File: src/hdl/lspd_pkg.sv
package lspd_pkg;

  // Field widths of the channels and the configuration port.
  localparam int SENSOR_W   = 5;
  localparam int DRIVE_W    = 8;
  localparam int CTRL_W     = 24;
  localparam int POS_W      = 7;
  localparam int GAIN_W     = 8;
  localparam int CFG_IDX_W  = 3;
  localparam int CFG_DATA_W = 8;

  // Internal widths: error is -96..95, error change is -191..191.
  localparam int ERR_W   = 8;
  localparam int DERIV_W = 9;
  localparam int ACC_W   = 34;
  localparam int DRV_W   = 25;

  // Drive ceiling and floor.
  localparam int PWM_BITS  = 8;
  localparam int MIN_SPEED = 0;

  // Values after reset.
  localparam logic [GAIN_W-1:0]       GAIN_P_RST = 8'd80;
  localparam logic [GAIN_W-1:0]       GAIN_I_RST = 8'd0;
  localparam logic [GAIN_W-1:0]       GAIN_D_RST = 8'd1;
  localparam logic signed [POS_W-1:0] TARGET_RST = 7'sd0;
  localparam logic [DRIVE_W-1:0]      BASE_RST   = 8'd200;
  localparam logic [DRIVE_W-1:0]      MAX_RST    = 8'd200;

  typedef enum logic [CFG_IDX_W-1:0] {
    REG_GAIN_P     = 3'd0,
    REG_GAIN_I     = 3'd1,
    REG_GAIN_D     = 3'd2,
    REG_TARGET     = 3'd3,
    REG_BASE_LEFT  = 3'd4,
    REG_BASE_RIGHT = 3'd5,
    REG_MAX_LEFT   = 3'd6,
    REG_MAX_RIGHT  = 3'd7
  } cfg_reg_e;

  typedef struct packed {
    logic [GAIN_W-1:0]       gain_p;
    logic [GAIN_W-1:0]       gain_i;
    logic [GAIN_W-1:0]       gain_d;
    logic signed [POS_W-1:0] target;
    logic [DRIVE_W-1:0]      base_left;
    logic [DRIVE_W-1:0]      base_right;
    logic [DRIVE_W-1:0]      max_left;
    logic [DRIVE_W-1:0]      max_right;
  } cfg_t;

  // What the front end hands to the control law for one request.
  typedef struct packed {
    logic signed [ERR_W-1:0]   err;
    logic signed [CTRL_W-1:0]  sum;
    logic signed [DERIV_W-1:0] deriv;
    logic signed [POS_W-1:0]   pos;
  } stage_t;

  typedef struct packed {
    logic                    hit;
    logic signed [POS_W-1:0] pos;
  } decode_t;

  // Maps a sensor pattern to a line position; unknown patterns miss.
  function automatic decode_t decode_sensor(input logic [SENSOR_W-1:0] bits);
    decode_t r;
    r.hit = 1'b1;
    case (bits)
      5'b11011: r.pos = 7'sd0;
      5'b11001: r.pos = 7'sd1;
      5'b11101: r.pos = 7'sd2;
      5'b11100: r.pos = 7'sd7;
      5'b11110: r.pos = 7'sd13;
      5'b11000: r.pos = 7'sd32;
      5'b11111: r.pos = 7'sd0;
      5'b10011: r.pos = -7'sd1;
      5'b10111: r.pos = -7'sd2;
      5'b00111: r.pos = -7'sd7;
      5'b01111: r.pos = -7'sd13;
      5'b00011: r.pos = -7'sd32;
      default: begin
        r.hit = 1'b0;
        r.pos = 7'sd0;
      end
    endcase
    return r;
  endfunction

  // Saturates a wide signed value to the 24-bit signed range.
  function automatic logic signed [CTRL_W-1:0] sat_ctrl(input logic signed [ACC_W-1:0] v);
    logic signed [ACC_W-1:0] hi;
    logic signed [ACC_W-1:0] lo;
    hi = ACC_W'(  (64'sd1 <<< (CTRL_W - 1)) - 64'sd1);
    lo = ACC_W'(-(64'sd1 <<< (CTRL_W - 1)));
    if (v > hi) begin
      return hi[CTRL_W-1:0];
    end else if (v < lo) begin
      return lo[CTRL_W-1:0];
    end else begin
      return v[CTRL_W-1:0];
    end
  endfunction

endpackage

File: src/hdl/lspd_if.sv
interface lspd_in_if;
  logic                           valid;
  logic                           ready;
  logic [lspd_pkg::SENSOR_W-1:0]  sensor_bits;

  modport source (output valid, output sensor_bits, input ready);
  modport sink   (input valid, input sensor_bits, output ready);
endinterface

interface lspd_out_if;
  logic                               valid;
  logic                               ready;
  logic [lspd_pkg::DRIVE_W-1:0]       left_drive;
  logic [lspd_pkg::DRIVE_W-1:0]       right_drive;
  logic signed [lspd_pkg::CTRL_W-1:0] control_value;
  logic signed [lspd_pkg::POS_W-1:0]  line_position;

  modport source (output valid, output left_drive, output right_drive,
                  output control_value, output line_position, input ready);
  modport sink   (input valid, input left_drive, input right_drive,
                  input control_value, input line_position, output ready);
endinterface

File: src/hdl/lspd_law.sv
module lspd_law (
  input  lspd_pkg::cfg_t                     cfg_i,
  input  lspd_pkg::stage_t                   stage_i,
  output logic [lspd_pkg::DRIVE_W-1:0]       left_drive_o,
  output logic [lspd_pkg::DRIVE_W-1:0]       right_drive_o,
  output logic signed [lspd_pkg::CTRL_W-1:0] control_o
);
  import lspd_pkg::*;

  localparam logic signed [DRV_W-1:0] MinDrive = DRV_W'(MIN_SPEED);
  localparam logic signed [DRV_W-1:0] TopDrive = DRV_W'((1 << PWM_BITS) - 1);

  logic signed [GAIN_W+ERR_W:0]    p_prod;
  logic signed [GAIN_W+CTRL_W:0]   i_prod;
  logic signed [GAIN_W+DERIV_W:0]  d_prod;
  logic signed [ACC_W-1:0]         acc;
  logic signed [CTRL_W-1:0]        ctrl;
  logic signed [DRV_W-1:0]         left;
  logic signed [DRV_W-1:0]         right;
  logic signed [DRV_W-1:0]         left_c;
  logic signed [DRV_W-1:0]         right_c;
  logic signed [DRV_W-1:0]         left_l;
  logic signed [DRV_W-1:0]         right_l;

  always_comb begin
    p_prod = $signed({1'b0, cfg_i.gain_p}) * stage_i.err;
    i_prod = $signed({1'b0, cfg_i.gain_i}) * stage_i.sum;
    d_prod = $signed({1'b0, cfg_i.gain_d}) * stage_i.deriv;
    acc    = ACC_W'(p_prod) + ACC_W'(i_prod) + ACC_W'(d_prod);
    ctrl   = sat_ctrl(acc);

    left  = $signed({{(DRV_W-DRIVE_W){1'b0}}, cfg_i.base_left}) + DRV_W'(ctrl);
    right = $signed({{(DRV_W-DRIVE_W){1'b0}}, cfg_i.base_right}) - DRV_W'(ctrl);

    // Left: the upper clamp takes priority over the floor.
    if (left > $signed({{(DRV_W-DRIVE_W){1'b0}}, cfg_i.max_left})) begin
      left_c = $signed({{(DRV_W-DRIVE_W){1'b0}}, cfg_i.max_left});
    end else if (left < MinDrive) begin
      left_c = MinDrive;
    end else begin
      left_c = left;
    end

    // Right: the floor is applied after the upper clamp and wins.
    right_c = right;
    if (right_c > $signed({{(DRV_W-DRIVE_W){1'b0}}, cfg_i.max_right})) begin
      right_c = $signed({{(DRV_W-DRIVE_W){1'b0}}, cfg_i.max_right});
    end
    if (right_c < MinDrive) begin
      right_c = MinDrive;
    end

    // Final PWM range limit.
    left_l = left_c;
    if (left_l > TopDrive) begin
      left_l = TopDrive;
    end
    if (left_l < 0) begin
      left_l = '0;
    end
    right_l = right_c;
    if (right_l > TopDrive) begin
      right_l = TopDrive;
    end
    if (right_l < 0) begin
      right_l = '0;
    end

    left_drive_o  = left_l[DRIVE_W-1:0];
    right_drive_o = right_l[DRIVE_W-1:0];
    control_o     = ctrl;
  end

endmodule

File: src/hdl/line_sensor_pid_differential_drive_top.sv
// Path: an accepted request goes into the stage register, then into the
// output register, which presents its result on the output channel.
// Throughput: one request per cycle unless the output stalls; the two pipeline
// registers decouple the channels so a new sample is taken while a finished result waits.
// Reset (rst_ni low, asynchronous) empties the pipeline, clears the held
// position, the error sum and the last error, and loads the default configuration.
module line_sensor_pid_differential_drive_top (
  input  logic                            clk_i,
  input  logic                            rst_ni,
  lspd_in_if.sink                         sensor_i,
  lspd_out_if.source                      result_o,
  input  logic                            cfg_we_i,
  input  logic [lspd_pkg::CFG_IDX_W-1:0]  cfg_idx_i,
  input  logic [lspd_pkg::CFG_DATA_W-1:0] cfg_data_i
);
  import lspd_pkg::*;

  // Configuration registers.
  cfg_t cfg_q;

  // Controller state that carries from one sample to the next.
  logic signed [POS_W-1:0]  held_pos_q;
  logic signed [CTRL_W-1:0] err_sum_q;
  logic signed [ERR_W-1:0]  prev_err_q;

  // Front end result: the stage register between decode and control law.
  logic   s1_vq;
  stage_t s1_q;
  stage_t s1_d;

  // Output register.
  logic                     out_vq;
  logic [DRIVE_W-1:0]       left_q;
  logic [DRIVE_W-1:0]       right_q;
  logic signed [CTRL_W-1:0] ctrl_q;
  logic signed [POS_W-1:0]  pos_q;

  logic                     in_fire;
  logic                     s1_move;
  decode_t                  dec;
  logic signed [POS_W-1:0]  pos_d;
  logic signed [ERR_W-1:0]  err_d;
  logic signed [CTRL_W:0]   sum_wide;
  logic signed [CTRL_W-1:0] sum_d;
  logic [DRIVE_W-1:0]       left_d;
  logic [DRIVE_W-1:0]       right_d;
  logic signed [CTRL_W-1:0] ctrl_d;

  // The stage register advances when the output register is empty or its
  // result is being taken; the input side follows the stage register.
  assign s1_move        = s1_vq && (!out_vq || result_o.ready);
  assign sensor_i.ready = !s1_vq || s1_move;
  assign in_fire        = sensor_i.valid && sensor_i.ready;

  // Configuration writes.
  always_ff @(posedge clk_i or negedge rst_ni) begin
    if (!rst_ni) begin
      cfg_q.gain_p     <= GAIN_P_RST;
      cfg_q.gain_i     <= GAIN_I_RST;
      cfg_q.gain_d     <= GAIN_D_RST;
      cfg_q.target     <= TARGET_RST;
      cfg_q.base_left  <= BASE_RST;
      cfg_q.base_right <= BASE_RST;
      cfg_q.max_left   <= MAX_RST;
      cfg_q.max_right  <= MAX_RST;
    end else if (cfg_we_i) begin
      case (cfg_reg_e'(cfg_idx_i))
        REG_GAIN_P:     cfg_q.gain_p     <= cfg_data_i;
        REG_GAIN_I:     cfg_q.gain_i     <= cfg_data_i;
        REG_GAIN_D:     cfg_q.gain_d     <= cfg_data_i;
        REG_TARGET:     cfg_q.target     <= $signed(cfg_data_i[POS_W-1:0]);
        REG_BASE_LEFT:  cfg_q.base_left  <= cfg_data_i;
        REG_BASE_RIGHT: cfg_q.base_right <= cfg_data_i;
        REG_MAX_LEFT:   cfg_q.max_left   <= cfg_data_i;
        REG_MAX_RIGHT:  cfg_q.max_right  <= cfg_data_i;
        default: ;
      endcase
    end
  end

  // Front end: decode the sample, form the error, update the saturating sum
  // and the error change. An unknown pattern keeps the held position.
  always_comb begin
    dec      = decode_sensor(sensor_i.sensor_bits);
    pos_d    = dec.hit ? dec.pos : held_pos_q;
    err_d    = ERR_W'(cfg_q.target) - ERR_W'(pos_d);
    sum_wide = (CTRL_W+1)'(err_sum_q) + (CTRL_W+1)'(err_d);
    sum_d    = sat_ctrl(ACC_W'(sum_wide));

    s1_d.err   = err_d;
    s1_d.sum   = sum_d;
    s1_d.deriv = DERIV_W'(err_d) - DERIV_W'(prev_err_q);
    s1_d.pos   = pos_d;
  end

  // State moves with each accepted request, so the stage register always
  // carries the newest one and the next sample sees its effect at once.
  always_ff @(posedge clk_i or negedge rst_ni) begin
    if (!rst_ni) begin
      held_pos_q <= '0;
      err_sum_q  <= '0;
      prev_err_q <= '0;
      s1_vq      <= 1'b0;
    end else begin
      if (in_fire) begin
        held_pos_q <= s1_d.pos;
        err_sum_q  <= s1_d.sum;
        prev_err_q <= s1_d.err;
      end
      if (in_fire) begin
        s1_vq <= 1'b1;
      end else if (s1_move) begin
        s1_vq <= 1'b0;
      end
    end
  end

  always_ff @(posedge clk_i) begin
    if (in_fire) begin
      s1_q <= s1_d;
    end
  end

  // Control law: the three gain products, saturation and drive clamping.
  lspd_law u_law (
    .cfg_i         (cfg_q),
    .stage_i       (s1_q),
    .left_drive_o  (left_d),
    .right_drive_o (right_d),
    .control_o     (ctrl_d)
  );

  always_ff @(posedge clk_i or negedge rst_ni) begin
    if (!rst_ni) begin
      out_vq <= 1'b0;
    end else if (s1_move) begin
      out_vq <= 1'b1;
    end else if (result_o.ready) begin
      out_vq <= 1'b0;
    end
  end

  always_ff @(posedge clk_i) begin
    if (s1_move) begin
      left_q  <= left_d;
      right_q <= right_d;
      ctrl_q  <= ctrl_d;
      pos_q   <= s1_q.pos;
    end
  end

  assign result_o.valid         = out_vq;
  assign result_o.left_drive    = left_q;
  assign result_o.right_drive   = right_q;
  assign result_o.control_value = ctrl_q;
  assign result_o.line_position = pos_q;

  // A full pipeline with a stalled output must refuse new samples.
  a_full_stall: assert property (@(posedge clk_i) disable iff (!rst_ni)
    s1_vq && out_vq && !result_o.ready |-> !sensor_i.ready)
    else $error("sample accepted while pipeline full and stalled");

  // The stage register always holds the request that last updated the state.
  a_stage_latest: assert property (@(posedge clk_i) disable iff (!rst_ni)
    s1_vq |-> (prev_err_q == s1_q.err) && (held_pos_q == s1_q.pos)
              && (err_sum_q == s1_q.sum))
    else $error("stage register out of step with controller state");

  // An accepted sample lands in the stage register.
  a_accept_lands: assert property (@(posedge clk_i) disable iff (!rst_ni)
    sensor_i.valid && sensor_i.ready |=> s1_vq)
    else $error("accepted sample was lost");

endmodule

File: src/flat_wrapper.sv
// flat-port wrapper written by rule: the top's interface ports become plain ports
module line_sensor_pid_differential_drive_top_flat import lspd_pkg::*;
  (clk_i, rst_ni, cfg_we_i, cfg_idx_i, cfg_data_i, sensor_i_valid, sensor_i_sensor_bits, sensor_i_ready, result_o_valid, result_o_left_drive, result_o_right_drive, result_o_control_value, result_o_line_position, result_o_ready);
  lspd_in_if sensor_i_i ();
  lspd_out_if result_o_i ();
  input  logic clk_i;
  input  logic rst_ni;
  input  logic cfg_we_i;
  input  logic [lspd_pkg::CFG_IDX_W-1:0] cfg_idx_i;
  input  logic [lspd_pkg::CFG_DATA_W-1:0] cfg_data_i;
  input wire logic [$bits(sensor_i_i.valid)-1:0] sensor_i_valid;
  input wire logic [$bits(sensor_i_i.sensor_bits)-1:0] sensor_i_sensor_bits;
  output wire logic [$bits(sensor_i_i.ready)-1:0] sensor_i_ready;
  output wire logic [$bits(result_o_i.valid)-1:0] result_o_valid;
  output wire logic [$bits(result_o_i.left_drive)-1:0] result_o_left_drive;
  output wire logic [$bits(result_o_i.right_drive)-1:0] result_o_right_drive;
  output wire logic [$bits(result_o_i.control_value)-1:0] result_o_control_value;
  output wire logic [$bits(result_o_i.line_position)-1:0] result_o_line_position;
  input wire logic [$bits(result_o_i.ready)-1:0] result_o_ready;
  assign sensor_i_i.valid = sensor_i_valid;
  assign sensor_i_i.sensor_bits = sensor_i_sensor_bits;
  assign sensor_i_ready = sensor_i_i.ready;
  assign result_o_valid = result_o_i.valid;
  assign result_o_left_drive = result_o_i.left_drive;
  assign result_o_right_drive = result_o_i.right_drive;
  assign result_o_control_value = result_o_i.control_value;
  assign result_o_line_position = result_o_i.line_position;
  assign result_o_i.ready = result_o_ready;
  line_sensor_pid_differential_drive_top u_core (.clk_i(clk_i), .rst_ni(rst_ni), .sensor_i(sensor_i_i), .result_o(result_o_i), .cfg_we_i(cfg_we_i), .cfg_idx_i(cfg_idx_i), .cfg_data_i(cfg_data_i));
endmodule
File: config.mk
export PLATFORM = sky130hd
export DESIGN_NAME = line_sensor_pid_differential_drive_top_flat
export DESIGN_NICKNAME = d
export VERILOG_FILES = /design/src/hdl/lspd_pkg.sv /design/src/hdl/lspd_if.sv /design/src/hdl/lspd_law.sv /design/src/hdl/line_sensor_pid_differential_drive_top.sv /design/src/flat_wrapper.sv
export SDC_FILE = /design/constraint.sdc
export NUM_CORES = 1
export LEC_CHECK = 0
export BUFFER_PORTS_ARGS = -buffer_cell sky130_fd_sc_hd__buf_2
export CAP_MARGIN = 10
export CORE_MARGIN = 4
export CORE_UTILIZATION = 55
export CTS_CLUSTER_DIAMETER = 30
export DETAILED_ROUTE_END_ITERATION = 10
export PLACE_DENSITY_LB_ADDON = 0.1
export SETUP_SLACK_MARGIN = 0.15
export SYNTH_ARGS = -nofsm -noshare
export SYNTH_HDL_FRONTEND = slang
export SYNTH_HIERARCHICAL = 1
export SYNTH_SLANG_ARGS = --single-unit
File: constraint.sdc
create_clock -name clk_i -period 24.5 [get_ports clk_i]
set_input_delay 6.125 -clock clk_i [delete_from_list [all_inputs] [get_ports clk_i]]
set_output_delay 6.125 -clock clk_i [all_outputs]
set_load 0.05 [all_outputs]
==> results.md, run 1 <==
* Status: finished clean
* Worst reg2reg path endpoint: u_core/result_o.right_drive[7]
* Ys async rst share at 0.5226
* Largest net degree at the start of global routing at 71
* FILL cells at about 4.0k
* Pre-CTS setup slack at 11.72 ns
* Gr usage total at 0.2696
* CTS-repair resized insts at 0
* Seq/Total Area, Yosys at 0.2141
* Crit path time final at 12.78 ns
* Slew HR at 0.1961
* Internal reg-to-reg setup slack at 11.73 ns
* Worst min-delay path class: reg -> reg
* DP Wirelength at 53.41 mm
* CTS root buf: clkbuf_16
* DRC at 0
* YS warnings at 6
* Syn Nets at about 3.3k
* R2R depth at between 40 and 50
* CP Launch Type: input port
* Final worst path period share at 0.5216
* Final Setup Violations at 0
* First-pass GRT wire length at roughly 110 mm
* Setup Buffers After CTS at 0
* Routed WL at about 66 mm
* PortBufs at just under 70
* Seq cells post-synth at 199
* Peak Freq at 78.26 MHz
* Tightest Pin Transition at ~1.2 ns
* Worst Path Arrival at 6.65 ns
* Clock sinks at 199
* Final ANT Viol Nets at 0
* Die height at 223.6 µm
* Final Slew Violations at 0
* TritonCTS clock tree: done
* Total CTS buffers at 17
* Final-report hold violation count at 0
* Area of the multi-input gates at 0.01798 mm²
* Hold path endpoint: u_core/result_o.line_position[0]
* Initial antenna violation count at 0
* RSZ-0062 raised after global routing: no
* Clock Path Buffers at 2
* Nets at around 3.3k
* H-tree depth at 4
* PnR worst setup slack at 11.72 ns
* CP required at 18.38 ns
* Total of max-cap violations at 0
* FP Rows at 78
* Syn Area/Cell at approximately 9.5 µm²
* Routability cong. at 0.9024
* # hold bufs at CTS at 0
* Die width at 223.6 µm
* Synthesized instance count at 2698
* Fraction of layout cells with a size suffix above 1 at 0.09018
* Core area at 0.04567 mm²
* Synth Cell Area at 0.02557 mm²
* Placed Area at 0.02647 mm²
* Die ar. at ~0.05 mm²
* Worst Hold Depth at 0
* Critical Path End Type: output port
* Starting Density at 0.5598
* GRT overflow at 0
* Vias in the first global route at 19.98k
* Final Cell Area at ~0.027 mm²
* R2R Path Start: u_core/s1_q[47]
* Number of synthesized flops with an enable pin at 95
* DR vias at slightly below 20k
* Area growth syn-to-layout at 6.147%
* Clk slew on worst S/H paths at roughly 0.080 ns
* Start point of the worst hold path: u_core/s1_q[0]
* Crit Path Max Fanout at 3
* Top_reg_cell synth: edfxtp_1
* Io pins at 70
* Sequential Area at 0.005474 mm²
* Setup Skew at 0.01913 ns
* Wire per inst at 19.91 µm
* Number of DRC markers in iteration 0 at 1218
* TNS Setup at 0 ns
* DR pass1 iterations at 5
* Setup CP Type: in -> out
* Clk Latency, worst-skew pair at 0.48 ns
* Vias per std cell at between 5 and 6
* Netlist cell types at 97
==> worst max path at each step <==
stage / endpoint / slack (ns) / start
after floorplan: sensor_i_ready / 11.76 / result_o_ready
after CTS: sensor_i_ready / 11.72 / result_o_ready
final: sensor_i_ready / 11.72 / result_o_ready
after global placement: sensor_i_ready / 11.75 / result_o_ready
after global routing: u_core/result_o.right_drive[7] / 10.99 / u_core/s1_q[47]
after detailed placement: sensor_i_ready / 11.72 / result_o_ready
==> registers in the layout (all words and copies together), names as in the netlist <==
signal / count
u_core/s1_q: 48
u_core/cfg_q: 63
u_core/result_o.valid: 1
u_core/prev_err_q: 8
u_core/s1_vq: 1
u_core/err_sum_q: 24
u_core/held_pos_q: 7
u_core/result_o.right_drive: 8
u_core/result_o.line_position: 7
u_core/result_o.control_value: 24
u_core/result_o.left_drive: 8
==> synthesized netlist by cell type, types with 9 or more instances <==
cell type	instances	area share
xnor2_1	59	0.020
o21bai_1	12	0.0035
nand2_1	265	0.039
mux2_2	72	0.032
edfxtp_1	95	0.11
clkbuf_1	53	0.0078
and2_1	169	0.041
a21oi_1	129	0.025
nand4_1	32	0.0078
ha_1	244	0.12
o22ai_1	10	0.0024
o21ai_0	111	0.022
nor2_1	115	0.017
nand2b_1	26	0.0064
fa_1	324	0.25
a31oi_1	14	0.0034
buf_2	17	0.0033
inv_1	474	0.070
dfrtp_1	89	0.087
nor3_1	19	0.0037
or2_2	9	0.0022
xor2_1	26	0.0089
nor2b_1	19	0.0046
o211ai_1	21	0.0062
a211oi_1	13	0.0038
dfstp_2	15	0.015
a21o_1	22	0.0065
nand3_1	35	0.0069
o21a_1	28	0.0082
and3_1	14	0.0034
==> cell usage in the layout (no fill, tap or decap), types with 72 or more instances in the layout <==
| cell type | netlist | final |
|---|---|---|
| nor2_1 | 115 | 115 |
| dfrtp_1 | 89 | 89 |
| mux2_2 | 72 | 72 |
| a21oi_1 | 129 | 129 |
| nand2_1 | 265 | 265 |
| edfxtp_1 | 95 | 95 |
| o21ai_0 | 111 | 111 |
| fa_1 | 324 | 324 |
| ha_1 | 244 | 244 |
| inv_1 | 474 | 474 |
| and2_1 | 169 | 168 |
==> cell type report <==
type                            count  area share
Clock buffer                       17     0.01568
Timing Repair Buffer               85     0.01724
Antenna cell                        1  0.00009221
Inverter                          477     0.06598
Clock inverter                     15    0.008990
Sequential cell                   199      0.2017
Tap cell                          600     0.02766
Multi-Input combinational cell   1946      0.6627
==> cell families (layout without fill, tap and decap cells) <==
group / Yosys count / in the layout / synth area share
AO/OA/AOI/OAI: 460 / 460 / 0.1174
buffers and inverters: 553 / 594 / 0.08305
XOR/XNOR: 85 / 85 / 0.02912
other: 0 / 1 / 0
multiplexers: 79 / 79 / 0.03465
adder cells (fa/ha/maj): 570 / 570 / 0.3739
flip-flops: 199 / 199 / 0.2141
AND/OR/NAND/NOR: 752 / 752 / 0.1478
==> worst max-delay path, cell delays in order <==
cell and delay, ns:
buf_2 0.10, nand3b_1 0.19, buf_2 0.24
==> per-layer routing <==
metal  track usage  wire, µm  vias to the layer above  part of all wire
met3       0.04744      3778                       73             0.057
met2        0.4302     30920                      530              0.47
met1        0.3919     30700                     9750              0.46
li1              -         -                     8947                 -
met5             0         0                        -                 0
met4       0.05627      1092                        0             0.016
==> through the flow <==
stage / std cells / hold WS [ns] / utilization
global placement: 3307 / 0.4021 / 0.5795
finish: 3340 / 0.4242 / 0.5942
floorplan: 2698 / 0.4003 / -
CTS: 3339 / 0.4253 / 0.5941
detailed placement: 3307 / 0.4045 / 0.5795
global route: 3339 / 0.4328 / 0.5941
Power of run 1 is not shown: default switching activity piles up to over one toggle a cycle in this logic, so the estimate is an artifact.
==> run 2: changes to the inputs <==
--- a/config.mk
+++ b/config.mk
@@ -5,6 +5,7 @@
 export SDC_FILE = /design/constraint.sdc
 export NUM_CORES = 1
 export LEC_CHECK = 0
+export ABC_AREA = 1
 export BUFFER_PORTS_ARGS = -buffer_cell sky130_fd_sc_hd__buf_2
 export CAP_MARGIN = 10
 export CORE_MARGIN = 4
==> constraint.sdc (replaced) <==
create_clock -name clk_i -period 11.22 [get_ports clk_i]
set_input_delay 2.805 -clock clk_i [delete_from_list [all_inputs] [get_ports clk_i]]
set_output_delay 2.805 -clock clk_i [all_outputs]
set_load 0.05 [all_outputs]
==> run 2 against run 1 <==
Compared with the run above:
- non-clock buffer count is 4 higher
- die area is 3.9% higher
- worst hold slack improved by 0.0013 ns
- utilization decreased by 0.80 points
- critical endpoint is now u_core/result_o.right_drive[1]
- sequential cell count unchanged
==> results.md, run 2 <==
* Gr usage total at 0.2715 (was 0.2696)
* Final Setup Violations at 0 (unchanged)
* Slowest cell on crit path: fa_1 (was buf_2)
* PortBufs at 69 (unchanged)
* Largest stage delay, worst path at 0.60 ns (was 0.24 ns)
* Routed WL at 69.35 mm (was 66.49 mm)
* Clk Latency, worst-skew pair at 0.49 ns (was 0.48 ns)
* Die height at 228.0 µm (was 223.6 µm)
* Setup Skew at 0.02421 ns (was 0.01913 ns)
* Top reg by flops: u_core/cfg_q (unchanged)
* Routability cong. at 0.9686 (was 0.9024)
* Commonest cells in the netlist: 941 x nand2_1, 820 x inv_1, 324 x fa_1 (was 474 x inv_1, 324 x fa_1, 265 x nand2_1)
* Internal reg-to-reg setup slack at 0.80 ns (was 11.73 ns)
* Most frequent cells in the layout: 941 x nand2_1, 820 x inv_1, 324 x fa_1 (was 474 x inv_1, 324 x fa_1, 265 x nand2_1)
* Total CTS buffers at 17 (unchanged)
* Top_reg_cell synth: edfxtp_1 (unchanged)
* FP Rows at 80 (was 78)
* Yosys top cell area share at 0.2438 (was 0.2537)
* Core area at 0.04775 mm² (was 0.04567 mm²)
* CP required at 11.47 ns (was 18.38 ns)
* Worst min-delay path class: reg -> reg (unchanged)
* Worst Path Arrival at 10.67 ns (was 6.65 ns)
* Area growth syn-to-layout at 5.187% (was 6.147%)
* Tightest Pin Transition at 1.054 ns (was 1.206 ns)
* Die ar. at 0.05196 mm² (was 0.05000 mm²)
* Clock sinks at 199 (unchanged)
* Slew HR at 0.2974 (was 0.1961)
* Seq cells post-synth at 199 (unchanged)
* DR vias at 20.85k (was 19.30k)
* Peak Freq at 95.95 MHz
* RSZ-0062 raised after global routing: no (unchanged)
* Io pins at 70 (unchanged)
* Number of DRC markers in iteration 0 at 1414 (was 1218)
* CTS root buf: clkbuf_16 (unchanged)
* DP Wirelength at 57.53 mm (was 53.41 mm)
* Final Slew Violations at 0 (unchanged)
* Seq/Total Area, Yosys at 0.2057 (was 0.2141)
* Wire per inst at 17.23 µm (was 19.91 µm)
* First-pass GRT wire length at 112.2 mm (was 108.1 mm)
* DRC at 0 (unchanged)
* Starting Density at 0.5573 (was 0.5598)
* Vias per std cell at 5.180 (was 5.778)
* Yosys top cell by area: fa_1 (unchanged)
* Syn Area/Cell at 7.861 µm² (was 9.476 µm²)
* GRT overflow at 0 (unchanged)
* Fraction of layout cells with a size suffix above 1 at 0.08094 (was 0.09018)
* Most common cell in the netlist: nand2_1 (was inv_1)
* Cell mode on critical path: inv_1 (was buf_2)
* Nets at 3986 (was 3315)
* Crit path time final at 10.42 ns
* Leading post-synthesis cells by cell area: fa_1 24%, nand2_1 13%, inv_1 12% (was fa_1 25%, ha_1 12%, edfxtp_1 11%)
* Netlist cell types at 53 (was 97)
* YS warnings at 6 (unchanged)
* Setup CP Type: reg -> reg (was in -> out)
* Clk slew on worst S/H paths at 0.08 ns (about the same)
* Vias in the first global route at 21.00k (was 19.98k)
* Met3 wire length at 4.576 mm (was 3.778 mm)
* Ys async rst share at 0.5226 (unchanged)
* Number of synthesized flops with an enable pin at 95 (unchanged)
* Final-report hold violation count at 0 (unchanged)
* Top sig layer: met4 (unchanged)
* H-tree depth at 4 (unchanged)
* Initial antenna violation count at 0 (unchanged)
* Synth Cell Area at 0.02661 mm² (was 0.02557 mm²)
* Commonest non-fill, non-tap cell in the layout: nand2_1 (was inv_1)
* Syn Nets at 3974 (was 3287)
* Final worst path period share at 0.9289
* Die width at 228.0 µm (was 223.6 µm)
* TNS Setup at 0 ns (unchanged)
* Max FFs per register at 63 (unchanged)
* TritonCTS clock tree: done (unchanged)
* Total of max-cap violations at 0 (unchanged)
* Synthesized instance count at 3385 (was 2698)
* Clock Path Buffers at 2 (unchanged)
* Crit Path Max Fanout at 9 (was 3)
* Largest regs: u_core/cfg_q x63, u_core/s1_q x48 (unchanged)
* DR pass1 iterations at 5 (unchanged)
* M1 WL at 31.56 mm (was 30.70 mm)
* # diodes at 0 (was 1)
* Status: finished clean (unchanged)
* CP Launch Type: flip-flop (was input port)
* Met2 wire len at 31.54 mm (was 30.92 mm)
* Final ANT Viol Nets at 0 (unchanged)
* Largest net degree at the start of global routing at 83 (was 71)
* Critical Path End Type: flip-flop (was output port)
-- run 2: cell types whose count changed in the layout (fill, tap and decap cells not counted), moves of 25 or more --
| cell | change |
|---|---|
| nand2b_1 | -26 |
| mux2_2 | -72 |
| a21oi_1 | -44 |
| xnor2_1 | -45 |
| nand2_2 | +32 |
| inv_1 | +346 |
| xor2_1 | +32 |
| nand3_1 | +89 |
| nand2_1 | +676 |
| nor2_1 | +25 |
| nand2_4 | +29 |
| o21a_1 | -25 |
| and2_1 | -157 |
-- run 2: worst paths after layout --
| path | from | to | cells after the start |
|---|---|---|---|
| max | u_core/s1_q[47] | u_core/result_o.right_drive[1] | 49 |
| min | u_core/s1_q[5] | u_core/result_o.line_position[5] | 0 |
| max reg2reg | u_core/s1_q[47] | u_core/result_o.right_drive[1] | 49 |
| min reg2reg | u_core/s1_q[5] | u_core/result_o.line_position[5] | 0 |
| max in group asynchronous | rst_ni | u_core/cfg_q[52] | 2 |
| min in group asynchronous | rst_ni | u_core/cfg_q[9] | 1 |
-- run 2: cells by family after synthesis --
| logic type | synth area share |
|---|---|
| simple gates | 0.2292 |
| buf+inv | 0.1379 |
| fa+ha+maj | 0.3585 |
| compound gates | 0.04533 |
| flops | 0.2057 |
| xor+xnor | 0.02337 |
-- run 2: per-stage QoR --
stage            util  instances  setup slack, ns  hold slack, ns  instance area [µm²]
3_5_place_dp   0.5739       3993           0.5649          0.4065                27400
2_1_floorplan       -       3385            1.432          0.4003                26610
4_1_cts        0.5861       4025           0.5249          0.4254                27980
6_report       0.5862       4025           0.7978          0.4256                27990
5_1_grt        0.5862       4025           0.1924          0.4311                27990
3_3_place_gp   0.5739       3993           0.7386          0.4052                27400
-- run 2: layout make-up --
class                      count  area, µm²
timing repair buffer          89      498.0
multi-input combinational   2243      17480
clock buffer                  19      454.2
tap                          615      769.5
sequential                   199       5478
clock inverter                13      127.6
fill                        4560      19760
inverter                     847       3184
-- run 2: per-layer routing --
layer	GRT usage	vias up
met1	0.3850	10060
met5	0	-
met4	0.07577	0
li1	-	10120
met2	0.4320	575
met3	0.05027	93
-- run 2: critical path: cells and delay by family, from the launching register on --
family	cells	cell delay (ns)
AO/OA/AOI/OAI	11	2.12
XOR/XNOR	1	0.26
adder cells (fa/ha/maj)	10	4.66
buffers and inverters	9	0.71
flip-flops	1	0.35
AND/OR/NAND/NOR	18	2.12
-- run 2: what timing repair did --
action,in CTS,in global routing
hold endpoints to repair,0,0
hold buffers,0,0
resized for setup,0,5
setup buffers,0,0
setup endpoints to repair,0,16
Power of run 2 is left out for the same reason.
